===== config.mk =====
export PLATFORM = sky130hd
export DESIGN_NAME = xse_front
export DESIGN_NICKNAME = d
export VERILOG_FILES = /design/src/rtl/xse_pkg.sv /design/src/rtl/xse_front.sv
export SDC_FILE = /design/constraint.sdc
export NUM_CORES = 1
export LEC_CHECK = 0
export ABC_AREA = 1
export BUFFER_PORTS_ARGS = -buffer_cell sky130_fd_sc_hd__buf_2
export CORE_ASPECT_RATIO = 0.5
export CORE_MARGIN = 3
export CORE_UTILIZATION = 45
export CTS_CLUSTER_SIZE = 10
export DETAILED_ROUTE_END_ITERATION = 16
export PLACE_DENSITY = 0.72
export SLEW_MARGIN = 25
export SYNTH_ARGS = -nofsm -noshare
export SYNTH_HDL_FRONTEND = slang
export SYNTH_SLANG_ARGS = --single-unit

===== constraint.sdc =====
create_clock -name i_clk -period 5.75 [get_ports i_clk]
set_clock_uncertainty 0.2 [all_clocks]
set_input_delay 1.725 -clock i_clk [delete_from_list [all_inputs] [get_ports i_clk]]
set_output_delay 1.725 -clock i_clk [all_outputs]
set_load 0.02 [all_outputs]

===== src/rtl/xse_pkg.sv =====
// Shared types, codes and helper functions of the x86 subset execute unit.
package xse_pkg;

    localparam int MEM_ADDR_BITS  = 16;
    localparam int ROW_BITS       = MEM_ADDR_BITS - 1;
    localparam int QUEUE_DEPTH    = 2;
    localparam int QUEUE_PTR_BITS = (QUEUE_DEPTH > 1) ? $clog2(QUEUE_DEPTH) : 1;
    localparam int QUEUE_CNT_BITS = $clog2(QUEUE_DEPTH + 1);

    localparam logic [2:0] CMD_MOV = 3'd0;
    localparam logic [2:0] CMD_ADD = 3'd1;
    localparam logic [2:0] CMD_SUB = 3'd2;
    localparam logic [2:0] CMD_CMP = 3'd3;
    localparam logic [2:0] CMD_JNE = 3'd4;

    localparam logic [2:0] KIND_REG = 3'd0;
    localparam logic [2:0] KIND_IMM = 3'd1;
    localparam logic [2:0] KIND_DIR = 3'd2;
    localparam logic [2:0] KIND_BAS = 3'd3;

    localparam logic [2:0] REG_BX = 3'd3;
    localparam logic [2:0] REG_BP = 3'd5;
    localparam logic [2:0] REG_SI = 3'd6;
    localparam logic [2:0] REG_DI = 3'd7;

    localparam logic [1:0] ST_OK       = 2'd0;
    localparam logic [1:0] ST_BAD_KIND = 2'd1;
    localparam logic [1:0] ST_LAST_BYTE = 2'd2;
    localparam logic [1:0] ST_BAD_CMD  = 2'd3;

    localparam logic [MEM_ADDR_BITS-1:0] ADDR_LAST = '1;

    typedef logic [7:0][15:0] t_regs;

    typedef struct packed {
        logic [2:0]         command;
        logic [2:0]         dest_kind;
        logic [2:0]         dest_code;
        logic               dest_wide;
        logic [15:0]        dest_displacement;
        logic [2:0]         source_kind;
        logic [2:0]         source_code;
        logic               source_wide;
        logic [15:0]        source_displacement;
        logic [15:0]        immediate_value;
        logic signed [15:0] jump_offset;
    } t_instr;

    typedef struct packed {
        t_instr ins;
        logic   bad_cmd;
        logic   is_jne;
    } t_item;

    typedef struct packed {
        logic [ROW_BITS-1:0] rd_row_e;
        logic [ROW_BITS-1:0] rd_row_o;
        logic [ROW_BITS-1:0] wr_row_e;
        logic [ROW_BITS-1:0] wr_row_o;
        logic                we_e;
        logic                we_o;
        logic [7:0]          wd_e;
        logic [7:0]          wd_o;
    } t_mem_req;

    typedef struct packed {
        logic [7:0] rd_e;
        logic [7:0] rd_o;
    } t_mem_rsp;

    typedef struct packed {
        logic [1:0]  status;
        logic        zero_flag;
        logic        sign_flag;
        logic [15:0] program_counter;
        logic [15:0] result_value;
    } t_result;

    function automatic logic [ROW_BITS-1:0] row_even(input logic [MEM_ADDR_BITS-1:0] a);
        return ROW_BITS'(a[MEM_ADDR_BITS-1:1]) + ROW_BITS'(a[0]);
    endfunction

    function automatic logic [ROW_BITS-1:0] row_odd(input logic [MEM_ADDR_BITS-1:0] a);
        return ROW_BITS'(a[MEM_ADDR_BITS-1:1]);
    endfunction

    function automatic logic [15:0] base_of(input t_regs r, input logic [2:0] mode);
        logic [15:0] b;
        case (mode)
            3'd0: b = r[REG_BX] + r[REG_SI];
            3'd1: b = r[REG_BX] + r[REG_DI];
            3'd2: b = r[REG_BP] + r[REG_SI];
            3'd3: b = r[REG_BP] + r[REG_DI];
            3'd4: b = r[REG_SI];
            3'd5: b = r[REG_DI];
            3'd6: b = r[REG_BP];
            default: b = r[REG_BX];
        endcase
        return b;
    endfunction

    function automatic logic [MEM_ADDR_BITS-1:0] op_addr(input logic [2:0] kind,
                                                         input logic [15:0] disp,
                                                         input logic [15:0] base);
        logic [15:0] s;
        s = (kind == KIND_DIR) ? disp : base + disp;
        return s[MEM_ADDR_BITS-1:0];
    endfunction

    function automatic logic [15:0] reg_value(input t_regs r, input logic [2:0] code,
                                              input logic wide);
        logic [15:0] v;
        if (wide) begin
            v = r[code];
        end else if (code[2]) begin
            v = {8'h00, r[{1'b0, code[1:0]}][15:8]};
        end else begin
            v = {8'h00, r[{1'b0, code[1:0]}][7:0]};
        end
        return v;
    endfunction

    function automatic logic [15:0] mem_value(input t_mem_rsp m, input logic a0,
                                              input logic wide);
        logic [7:0] lo;
        logic [7:0] hi;
        lo = a0 ? m.rd_o : m.rd_e;
        hi = a0 ? m.rd_e : m.rd_o;
        return wide ? {hi, lo} : {8'h00, lo};
    endfunction

    function automatic logic [1:0] read_status(input logic [2:0] kind, input logic wide,
                                               input logic [MEM_ADDR_BITS-1:0] a);
        logic [1:0] s;
        if (kind == KIND_REG || kind == KIND_IMM) begin
            s = ST_OK;
        end else if (kind == KIND_DIR || kind == KIND_BAS) begin
            s = (wide && a == ADDR_LAST) ? ST_LAST_BYTE : ST_OK;
        end else begin
            s = ST_BAD_KIND;
        end
        return s;
    endfunction

    function automatic logic [1:0] write_status(input logic [2:0] kind, input logic wide,
                                                input logic [MEM_ADDR_BITS-1:0] a);
        logic [1:0] s;
        if (kind == KIND_REG) begin
            s = ST_OK;
        end else if (kind == KIND_DIR || kind == KIND_BAS) begin
            s = (wide && a == ADDR_LAST) ? ST_LAST_BYTE : ST_OK;
        end else begin
            s = ST_BAD_KIND;
        end
        return s;
    endfunction

endpackage


===== src/rtl/xse_front.sv =====
// Front end: accepts instructions, classifies the command and queues them.
module xse_front import xse_pkg::*; (
    input  logic   i_clk,
    input  logic   i_rst_n,
    input  logic   i_hold,
    input  logic   i_valid,
    output logic   o_ready,
    input  t_instr i_instr,
    output logic   o_valid,
    input  logic   i_pop,
    output t_item  o_item
);

    t_item                     r_q [QUEUE_DEPTH];
    logic [QUEUE_PTR_BITS-1:0] r_wp;
    logic [QUEUE_PTR_BITS-1:0] r_rp;
    logic [QUEUE_CNT_BITS-1:0] r_cnt;
    logic                      push;
    logic                      pop;
    t_item                     cls;

    always_comb begin
        cls.ins     = i_instr;
        cls.bad_cmd = (i_instr.command > CMD_JNE);
        cls.is_jne  = (i_instr.command == CMD_JNE);
    end

    assign o_ready = (r_cnt != QUEUE_CNT_BITS'(QUEUE_DEPTH)) && !i_hold;
    assign o_valid = (r_cnt != '0);
    assign o_item  = r_q[r_rp];
    assign push    = i_valid && o_ready;
    assign pop     = i_pop && o_valid;

    always_ff @(posedge i_clk) begin
        if (!i_rst_n) begin
            r_wp  <= '0;
            r_rp  <= '0;
            r_cnt <= '0;
        end else begin
            if (push) begin
                r_q[r_wp] <= cls;
                r_wp      <= (r_wp == QUEUE_PTR_BITS'(QUEUE_DEPTH - 1)) ? '0
                             : r_wp + QUEUE_PTR_BITS'(1);
            end
            if (pop) begin
                r_rp <= (r_rp == QUEUE_PTR_BITS'(QUEUE_DEPTH - 1)) ? '0
                        : r_rp + QUEUE_PTR_BITS'(1);
            end
            r_cnt <= r_cnt + QUEUE_CNT_BITS'(push) - QUEUE_CNT_BITS'(pop);
        end
    end

endmodule


=== Word level (Yosys, flattened, before mapping) ===
Memory sizes are Yosys's and may differ from the RTL's. A register that Yosys moved wholly into a read port is not among the register bits.
Cells that the tools add are included.

* $add $sub $neg: 4
* Reduce and logical (&&, ||, !) cells: 5
* Multiplexer cells: 7
* $lt $le $gt $ge: 1
* Eq/ne operators: 2

{| class="wikitable"
|+ Operators with widths
! cell !! number
|-
| two-way mux 1 bit || 7
|-
| equality test 3 bit (second input constant) || 1
|-
| > comparator 3 bit (second input constant) || 1
|-
| logical AND 1 bit || 3
|-
| adder 1 bit (second input constant) || 2
|-
| adder 2 x 1 -> 2 bit || 1
|-
| inequality test 2 bit (second input constant) || 1
|-
| nonzero test 2 bit || 1
|-
| subtractor 2 x 1 -> 2 bit || 1
|-
| zero test 1 bit || 1
|}

* Input bits: 86
* Memories: 1
* Output and inout port bits: 85
* Logic and storage cells: 23
* Bits in registers: 4
* Memory bits (writable): 166

{| class="wikitable"
|+ Memories
! name !! depth !! bits a word !! rd ports !! clocked after memory_dff !! wr ports !! RTL line !! RTL
|-
| r_q || 2 || 83 || 1 || 1 || 1 || xse_front.sv:14 || <nowiki>t_item r_q [QUEUE_DEPTH];</nowiki>
|}

=== Logic depth before layout (Yosys ltp) ===
Gate-level depths: netlist of run 1.

* Depth after elaboration: 6
* Depth in mapped cells: 11
* Depth with buffers taken out: 11

=== Worst setup path before layout of run 1 ===
Ideal clock, no wire load.

* Path type: in2reg
* Start: input port i_hold
* End: memory r_q[1][0] in the netlist's numbering, enable pin
* Stages: 3
* Slack: -320 ps
* Library setup time: 525 ps
* Required time: 5025 ps
* Arrival: 5345 ps
* Path buffers: 0
* Cells stage by stage: inv_1 nand3_1 nor2_1

* Cells in the longest elaborated chain, start to end: 6

{| class="wikitable"
|+ RTL lines
! element !! RTL line !! RTL
|-
| start, declared || xse_front.sv:5 || <nowiki>input logic i_hold,</nowiki>
|-
| zero test 1 bit || xse_front.sv:28 || <nowiki>assign o_ready = (r_cnt != QUEUE_CNT_BITS'(QUEUE_DEPTH)) && !i_hold;</nowiki>
|-
| logical AND 1 bit || xse_front.sv:28 ||
|-
| logical AND 1 bit || xse_front.sv:31 || <nowiki>assign push = i_valid && o_ready;</nowiki>
|-
| two-way mux 1 bit || xse_front.sv:40 || <nowiki>if (push) begin</nowiki>
|-
| two-way mux 1 bit || xse_front.sv:35 || <nowiki>if (!i_rst_n) begin</nowiki>
|-
| two-way mux 1 bit (not written as such) || xse_front.sv:41 || <nowiki>r_q[r_wp] <= cls;</nowiki>
|-
| end, declared || xse_front.sv:14 ||
|}

Every way passes these cells.

==> metrics.csv, run 1 <==
stage,metric,value,unit
floorplanning,die width,178,um
clock_network,"Hold-fix buffers, CTS",0,
setup_path,worst r2r src,r_cnt[0]$_SDFF_PN0_,
clock_network,depth of the CTS H-tree,4,
timing,Fin. Hold Viols,0,
timing,final setup violation count,0,
setup_path,CP Capture Point,o_item[71],
floorplanning,Die Ht,91.8,um
clock_network,CTS Buf Count,17,
logic_synthesis,Synth area leader,edfxtp_1,
logic_synthesis,top cell type's share of synthesized area,75.3,%
floorplanning,Rows,30,
route,vias,3227,
min_path,hold crit path type,flop to flop,
grt,grt ovf,0,
clock_network,Root Buffer,clkbuf_16,
power_and_ir_drop,Pwr per Cell Area,404,nW/um^2
floorplanning,total core area,14000,um^2
route,WL per Instance,16.2,um
route,Post-Route WL,11.3,mm
power_and_ir_drop,Peak VDD IR,0.000251,V
grt,antenna violations before repair,0,
timing,Setup TNS,0,ps
job,maxcap violations,0,
grt,total track usage,13.8,%
floorplanning,boundary pin count,171,
grt,vias in the first global route,3399,
place,Port Buffer Count,170,
setup_path,CP Capture Type,output port,
setup_path,Startpoint Class,flop,
logic_synthesis,Area contributors post-synth,"edfxtp_1 75%, mux2_4 16%, mux2_2 2.2%, buf_12 2.1%, dfxtp_1 1.5%",
setup_path,"critical path fanouts, max",44,
grt,first-pass GRT wire length,17.0,mm
outcome,status,completed,
setup_path,"Data required, critical path",3830,ps
timing,Slew Limit Fails,0,
setup_path,worst r2r path cells,5,
timing,RSZ-0062 raised after global routing,no,
clock_network,TritonCTS Sinks,171,
power_and_ir_drop,static leakage power,3.22,nW
logic_synthesis,post-synthesis register bit count,171,
route,DRT antenna net count,0,
floorplanning,Initial Util,47.4,%
floorplanning,die area,16300,um^2
clock_network,Post-CTS Resized,0,
logic_synthesis,synthesized area per cell,21.8,um^2
place,GP Congestion,0.744,
grt,largest net degree at the start of global routing,64,
final_layout,final instance area,8230,um^2
clock_network,maximum buffer depth of the clock tree,2,
setup_path,crit path DAT,2220,ps
logic_synthesis,synthesized cell area,6620,um^2
final_layout,n_diodes,0,
setup_path,Worst R2R End,r_q[1][56]$_DFFE_PP_,
timing,Period minus WS final,4140,ps
clock_network,postcts setup bufs,0,
timing,Max Clock Freq,241,MHz
final_layout,post-layout util,59.0,%
final_layout,Area Overhead vs Synth,24.4,%
clock_network,TritonCTS clock tree,done,
timing,max_slew headroom,46.5,%
timing,final period utilization,72.1,%
route,Vias per Instance,4.66,
clock_network,clk slew on worst S/H paths,70,ps
final_layout,share of layout cells above drive strength 1,58.1,%
logic_synthesis,post-synthesis instance total,304,
route,initial drt markers,170,
route,drt pass-1 iters,4,
logic_synthesis,Yosys cell types,14,
setup_path,CP Class,flop to output port,
setup_path,R2R setup slack,3540,ps
final_layout,Nets,576,
place,placed cell areas,7620,um^2
timing,Slew @ Worst Pin,803,ps
logic_synthesis,sequential fraction of the synthesis area,76.8,%
clock_network,Worst-Skew Late Latency,400,ps
route,DRC,0,
logic_synthesis,Ys Warns,0,
logic_synthesis,post-synthesis net count,392,
place,post-detail-place hpwl,7.57,mm
==> worst max-delay path: stages (launching register included) <==
cell     delay, ps
dfxtp_4        870
buf_12         380
mux2_2         370
buf_2          160
==> cells in the final DEF, fill, tap and decap left out, drive strengths merged <==
cell type,instances
a21oi,2
buf,174
bufinv,3
clkbuf,18
clkinv,5
clkinvlp,1
dfxtp,5
edfxtp,166
ha,2
inv,17
mux2,83
nand2,10
nand3,4
nor2,10
nor3,1
==> synthesized netlist by cell type (all sizes together) <==
cell / count
nand2: 10
buf: 9
edfxtp: 166
a21oi: 2
nand3: 4
mux2: 83
nor2: 10
inv: 12
nor3: 1
dfxtp: 5
ha: 2
==> routing by layer <==
| layer | global-route usage [%] | vias up | share of wire (%) |
|---|---|---|---|
| met5 | 0 | - | 0 |
| li1 | - | 1546 | - |
| met4 | 5.16 | 0 | 1.2 |
| met2 | 25.9 | 68 | 56 |
| met3 | 3.02 | 8 | 3.3 |
| met1 | 15.3 | 1605 | 39 |
==> sequential cells by signal, summed over array words and instances (netlist names), named ones only <==
name	count
r_q	166
r_cnt	2
r_rp	1
r_wp	1
==> cells by family (layout without fill, tap and decap cells) <==
logic type	count (synthesis)	in the layout	share of synthesized area (%)
buffers and inverters	21	218	3.04
AOI/OAI and AO/OA	2	2	0.151
muxes	83	83	18.1
and+or+nand+nor	25	25	1.51
DFF	171	171	76.8
adders and majority gates	2	2	0.378
==> report_power, final <==
group / total, mW / leakage (nW) / switching, mW / internal [mW]
sequential: 1.50 / 1.55 / 0.0634 / 1.43
combinational: 0.666 / 1.37 / 0.346 / 0.320
clock: 1.17 / 0.298 / 0.470 / 0.696
total: 3.33 / 3.22 / 0.879 / 2.45
==> worst min path at each step <==
| stage | startpoint | end | slack, ps | cells past startpoint |
|---|---|---|---|---|
| CTS | r_rp$_SDFFE_PN0P_ | r_rp$_SDFFE_PN0P_ | 320 | 2 |
| global route | r_rp$_SDFFE_PN0P_ | r_rp$_SDFFE_PN0P_ | 360 | 2 |
| detailed placement | r_rp$_SDFFE_PN0P_ | r_rp$_SDFFE_PN0P_ | 300 | 2 |
| floorplan | r_rp$_SDFFE_PN0P_ | flop | 270 | 2 |
| finish | r_rp$_SDFFE_PN0P_ | r_rp$_SDFFE_PN0P_ | 310 | 2 |
| global placement | r_rp$_SDFFE_PN0P_ | r_rp$_SDFFE_PN0P_ | 290 | 2 |
==> final cells by class <==
cell class	count	area, um^2
fillers	1115	5730
flip-flops and latches	171	5090
multi-input cells	112	1340
repair buffers	174	906
clock buffers	18	429
well taps	192	240
clock inverters	14	184
inverters	12	46.3
==> through the flow <==
stage	hold WS (ps)	cells	power, mW	setup slack, ps
CTS	318	693	3.37	1540
floorplan	267	304	2.05	1070
global route	356	693	3.46	1480
finish	315	693	3.33	1610
detailed placement	302	661	2.20	1650
global placement	288	661	2.19	1670
No activity file was read; power rests on OpenSTA's default activity.
==> run 2, diff against run 1 <==
clock period = 3.4 ns   (was 5.75 ns; I/O delays follow)
==> run 2 against run 1 <==
  * Total power is 70% higher
  * Worst setup slack worse by 1100 ps
  * Utilization is 0.22 points higher
  * Clock power is 70% higher
  * Design area is 0.36% higher
  * Die area stayed put
  * Worst hold slack better by 19 ps
==> metrics.csv, run 2 (synthesized netlist as in run 1, its figures left out) <==
stage,metric,value,unit,change
power_and_ir_drop,Peak VDD IR,0.000353,V,+41%
timing,Slew Limit Fails,0,,unchanged
power_and_ir_drop,Sw Share,25.1,%,-1.4 points
floorplanning,Rows,30,,unchanged
timing,Period minus WS final,2850,ps,
clock_network,CTS Buf Count,17,,unchanged
power_and_ir_drop,Clk pwr share,35.1,%,about the same
setup_path,worst r2r src,r_cnt[0]$_SDFF_PN0_,,
route,vias,3240,,+0.40%
route,Vias per Instance,4.68,,+0.40%
grt,vias in the first global route,3580,,+5.3%
place,worst slack at placement,720,ps,-933 ps
final_layout,Multi-input gate area,1340,um^2,unchanged
timing,max_slew headroom,65.7,%,+19 points
final_layout,n_diodes,0,,unchanged
floorplanning,die width,178,um,unchanged
timing,Max Clock Freq,351,MHz,
final_layout,Area Overhead vs Synth,24.9,%,
setup_path,"Data required, critical path",2180,ps,-1650 ps
setup_path,crit path DAT,1630,ps,-590 ps
grt,antenna violations before repair,0,,unchanged
clock_network,Worst-Skew Late Latency,400,ps,about the same
final_layout,"most common cell after layout, fill and taps aside",buf_2,,
setup_path,CP Class,flop to output port,,
place,placed cell areas,7650,um^2,+0.36%
clock_network,TritonCTS Sinks,171,,unchanged
setup_path,"critical path fanouts, max",40,,-9.1%
floorplanning,boundary pin count,171,,unchanged
grt,grt ovf,0,,unchanged
timing,Slew @ Worst Pin,515,ps,-287 ps
floorplanning,Die Ht,91.8,um,unchanged
route,DRC,0,,unchanged
clock_network,depth of the CTS H-tree,4,,unchanged
setup_path,CP Capture Type,output port,,
final_layout,fillers,1094,,-1.9%
timing,Setup TNS,0,ps,unchanged
floorplanning,total core area,14000,um^2,unchanged
grt,total track usage,14.3,%,+0.54 points
min_path,hold crit path type,flop to flop,,
route,met3 WL,416,um,+13%
power_and_ir_drop,sw power,1.42,mW,+62%
clock_network,postcts setup bufs,0,,unchanged
final_layout,Register Area,5090,um^2,unchanged
power_and_ir_drop,Pwr per Cell Area,686,nW/um^2,+70%
clock_network,Root Buffer,clkbuf_16,,
route,DRT antenna net count,0,,unchanged
power_and_ir_drop,power share of the combinational group,21.5,%,+1.5 points
route,DR top layer,met4,,
route,metal2 WL,6.46,mm,+1.9%
final_layout,final instance area,8260,um^2,+0.36%
setup_path,Startpoint Class,flop,,
clock_network,Post-CTS Resized,0,,unchanged
clock_network,maximum buffer depth of the clock tree,2,,unchanged
final_layout,number of flip-flops in the largest register,166,,unchanged
final_layout,Nets,576,,unchanged
final_layout,"commonest non-fill, non-tap cells in the layout","170 x buf_2, 166 x edfxtp_1, 70 x mux2_4",,
route,drt pass-1 iters,4,,unchanged
route,Post-Route WL,11.7,mm,+3.5%
power_and_ir_drop,Sequential Power Share,43.4,%,-1.5 points
place,Port Buffer Count,170,,unchanged
floorplanning,Initial Util,47.4,%,unchanged
timing,final period utilization,83.7,%,
route,Met1 Wirelength,4.58,mm,+3.9%
final_layout,post-layout util,59.2,%,+0.22 points
timing,RSZ-0062 raised after global routing,no,,
job,maxcap violations,0,,unchanged
min_path,min-delay src,r_rp$_SDFFE_PN0P_,,
clock_network,TritonCTS clock tree,done,,
timing,Setup WS post-layout,553,ps,-1050 ps
route,WL per Instance,16.8,um,+3.5%
power_and_ir_drop,Pint,4.25,mW,+74%
grt,largest net degree at the start of global routing,84,,+31%
floorplanning,die area,16300,um^2,unchanged
place,post-detail-place hpwl,7.73,mm,+2.1%
final_layout,Largest Register,r_q,,
final_layout,biggest regs,"r_q x166, r_cnt x2",,
route,initial drt markers,131,,-23%
power_and_ir_drop,static leakage power,3.21,nW,-0.21%
grt,first-pass GRT wire length,17.9,mm,+5.4%
final_layout,share of layout cells above drive strength 1,57.1,%,-1.0 points
clock_network,"Hold-fix buffers, CTS",0,,unchanged
power_and_ir_drop,Total Power,5.67,mW,+70%
clock_network,clk slew on worst S/H paths,60,ps,about the same
outcome,status,completed,,
timing,final setup violation count,0,,unchanged
place,GP Congestion,0.738,,-0.82%
timing,Fin. Hold Viols,0,,unchanged
[run 2: changes by cell type in the layout (fill, tap and decap cells not counted), sizes merged]
| cell | before | now |
|---|---|---|
| clkbuf | 18 | 25 |
| inv | 17 | 11 |
| clkinv | 5 | 1 |
| clkinvlp | 1 | 3 |
| bufinv | 3 | 4 |
[run 2: worst paths after layout]
path	cells past startpoint	endpoint	slack, ps
setup reg to reg	5	r_q[0][26]$_DFFE_PP_	1510
hold / removal	2	flop	330
setup / recovery	3	o_item[65]	550
hold reg to reg	2	flop	330
[run 2: stage by stage]
step           hold WS (ps)  instances
2_1_floorplan           267        304
3_3_place_gp            300        661
3_5_place_dp            304        661
4_1_cts                 337        693
5_1_grt                 376        693
6_report                333        693
[run 2: critical path, stage by stage, from the launching register on]
cell and delay [ps]:
dfxtp_4 370, buf_12 270, mux2_2 380, buf_2 160
[run 2: layout make-up]
cell class	count	share of cell area [%]
flip-flops and latches	171	61.6
multi-input cells	112	16.2
repair buffers	174	11.3
clock buffers	25	5.75
well taps	192	2.91
clock inverters	7	1.70
inverters	12	0.590
[run 2: power by group through the flow]
| stage | Combinational, mW | Sequential (mW) | Clock (mW) |
|---|---|---|---|
| final | 1.22 | 2.46 | 1.99 |
| after global routing | 1.30 | 2.47 | 2.14 |
| after CTS | 1.24 | 2.46 | 2.05 |
| after detailed placement | 1.24 | 2.50 | 0 |
| after global placement | 1.23 | 2.50 | 0 |
| after floorplan | 0.977 | 2.49 | 0 |
[run 2: routing by layer]
metal | up-vias | global-route usage [%]
met5 | - | 0
met4 | 0 | 5.48
li1 | 1537 | -
met3 | 14 | 2.98
met2 | 72 | 26.8
met1 | 1617 | 16.0
==> run 3, diff against run 2 <==
PLACE_DENSITY = 0.7   (was 0.72)
clock period = 2.7 ns   (was 3.4 ns; I/O delays follow)
==> run 3 against run 2 <==
  * Design area grew 1.4%
  * Register-to-register slack worse by 570 ps
  * Die area stayed put
  * Combinational power up 30%
  * Sequential share of layout area fell by 0.85 points
  * Via count up 0.96%
  * Clock-buffer cell count fell by 6
  * Critical path type unchanged
==> metrics.csv, run 3 (synthesized netlist as in run 1, its figures left out) <==
stage,metric,value,unit,change
power_and_ir_drop,Peak VDD IR,0.000465,V,+32%
setup_path,CP top delay family,flip-flops,,
place,worst slack at placement,394,ps,-325 ps
final_layout,Area Overhead vs Synth,26.6,%,
power_and_ir_drop,Clk pwr share,34.2,%,-0.9 points
final_layout,"commonest non-fill, non-tap cells in the layout","170 x buf_2, 166 x edfxtp_1, 70 x mux2_4",,
min_path,min-delay src,r_rp$_SDFFE_PN0P_,,
place,Port Buffer Count,170,,unchanged
timing,Slew Limit Fails,0,,unchanged
setup_path,worst r2r path cells,5,,unchanged
route,drt pass-1 iters,4,,unchanged
grt,largest net degree at the start of global routing,72,,-14%
power_and_ir_drop,power share of the combinational group,22.3,%,+0.8 points
power_and_ir_drop,Pwr per Cell Area,852,nW/um^2,+24%
final_layout,biggest regs,"r_q x166, r_cnt x2",,
setup_path,R2R setup slack,940,ps,-570 ps
power_and_ir_drop,static leakage power,3.26,nW,+1.6%
final_layout,share of layout cells above drive strength 1,59.1,%,+2.0 points
floorplanning,die area,16300,um^2,unchanged
route,Post-Route WL,11.5,mm,-1.5%
timing,Period minus WS final,2630,ps,
route,DRC,0,,unchanged
setup_path,delay of the slowest critical-path stage,460,ps,+80 ps
setup_path,crit path buf inv count,2,,unchanged
setup_path,Startpoint Class,flop,,
grt,antenna violations before repair,1,,+1
timing,RSZ-0062 raised after global routing,no,,
final_layout,"most common cell after layout, fill and taps aside",buf_2,,
floorplanning,Die Ht,91.8,um,unchanged
setup_path,CP Capture Type,output port,,
route,WL per Instance,16.4,um,-2.7%
clock_network,maximum buffer depth of the clock tree,2,,unchanged
floorplanning,Initial Util,47.4,%,unchanged
clock_network,TritonCTS Sinks,171,,unchanged
min_path,hold crit path type,flop to flop,,
clock_network,CTS Buf Count,17,,unchanged
outcome,status,completed,,
final_layout,Largest Register,r_q,,
place,GP Congestion,0.713,,-3.4%
setup_path,"critical path fanouts, max",18,,-55%
power_and_ir_drop,sw power,1.88,mW,+32%
final_layout,n_diodes,0,,unchanged
floorplanning,die width,178,um,unchanged
route,Vias per Instance,4.67,,-0.20%
timing,Max Clock Freq,380,MHz,
floorplanning,boundary pin count,171,,unchanged
place,DP Cell Count,667,,+0.91%
power_and_ir_drop,Sw Share,26.3,%,+1.2 points
final_layout,number of flip-flops in the largest register,166,,unchanged
clock_network,Worst-Skew Late Latency,400,ps,about the same
setup_path,worst r2r src,r_cnt[0]$_SDFF_PN0_,,
setup_path,"Data required, critical path",1690,ps,-490 ps
place,post-detail-place hpwl,7.94,mm,+2.7%
setup_path,CP Class,flop to output port,,
grt,vias in the first global route,3479,,-2.8%
floorplanning,Rows,30,,unchanged
clock_network,TritonCTS clock tree,done,,
route,initial drt markers,210,,+60%
setup_path,CP cell instances,"buf_12, mux2_2, buf_2",,
route,DRT antenna net count,0,,unchanged
setup_path,crit path DAT,1620,ps,about the same
power_and_ir_drop,Sequential Power Share,43.5,%,about the same
timing,Fin. Hold Viols,0,,unchanged
setup_path,slowest library cell on the worst path,dfxtp_4,,
floorplanning,total core area,14000,um^2,unchanged
clock_network,Root Buffer,clkbuf_16,,
clock_network,depth of the CTS H-tree,4,,unchanged
timing,final setup violation count,0,,unchanged
setup_path,CP Depth,3,,unchanged
timing,Setup WS post-layout,65.6,ps,-488 ps
timing,final period utilization,97.6,%,
job,maxcap violations,0,,unchanged
min_path,hold path depth,2,,unchanged
timing,Slew @ Worst Pin,432,ps,-82.8 ps
power_and_ir_drop,Pint,5.27,mW,+24%
route,vias,3271,,+0.96%
final_layout,post-layout util,60.0,%,+0.82 points
timing,max_slew headroom,71.2,%,+5.5 points
setup_path,Worst R2R End,r_q[0][50]$_DFFE_PP_,,
clock_network,"Hold-fix buffers, CTS",0,,unchanged
clock_network,Post-CTS Resized,0,,unchanged
grt,grt ovf,0,,unchanged
grt,first-pass GRT wire length,17.9,mm,-0.20%
grt,total track usage,14.4,%,+0.12 points
final_layout,Layout Cells excl Fill,701,,+1.2%
final_layout,Nets,584,,+1.4%
clock_network,clk slew on worst S/H paths,60,ps,about the same
[run 3: layout make-up]
cell class	count	area, um^2
timing repair buffer	182	1030
sequential	171	5090
clock inverter	13	166
fill	1077	5580
tap	192	240
clock buffer	19	433
multi-input combinational	112	1360
inverter	12	61.3
[run 3: what timing repair did]
item	4_1_cts	5_1_grt
endpoints found under the hold margin	0	0
endpoints found under the setup margin	37	0
setup buffers	2	0
[run 3: power groups by stage]
stage	combinational [mW]	clock (mW)	sequential, mW
after floorplan	1.24	0	3.14
after global placement	1.58	0	3.18
after detailed placement	1.59	0	3.18
after CTS	1.62	2.50	3.11
after global routing	1.70	2.63	3.12
final	1.59	2.44	3.11
[run 3: through the flow]
stage                     hold slack (ps)  setup TNS (ps)  power [mW]  area [um^2]
after floorplan                       267          -13080        4.38         6660
after global placement                283               0        4.75         7760
after detailed placement              294               0        4.77         7760
after CTS                             310               0        7.24         8380
after global routing                  361               0        7.45         8380
final                                 307               0        7.14         8380
[run 3: routing by layer]
layer	GRT usage (%)	vias to the layer above	share of wire, %
li1	-	1561	-
met3	3.35	10	4.5
met4	4.90	2	0.89
met5	0	-	0.11
met2	26.6	68	56
met1	16.5	1630	39
[run 3: worst min-delay path, cell delays in order (launching register included)]
cell and delay, ps:
dfxtp_1 330, nor2_1 60, nor2_1 90
[run 3: worst max-delay path by stage]
stage,endpoint,slack (ps)
finish,o_item[65],70
detailed placement,o_item[65],390
floorplan,r_q[1][0]$_DFFE_PP_,-90
CTS,o_item[65],30
global placement,o_ready,400
global route,o_item[64],6
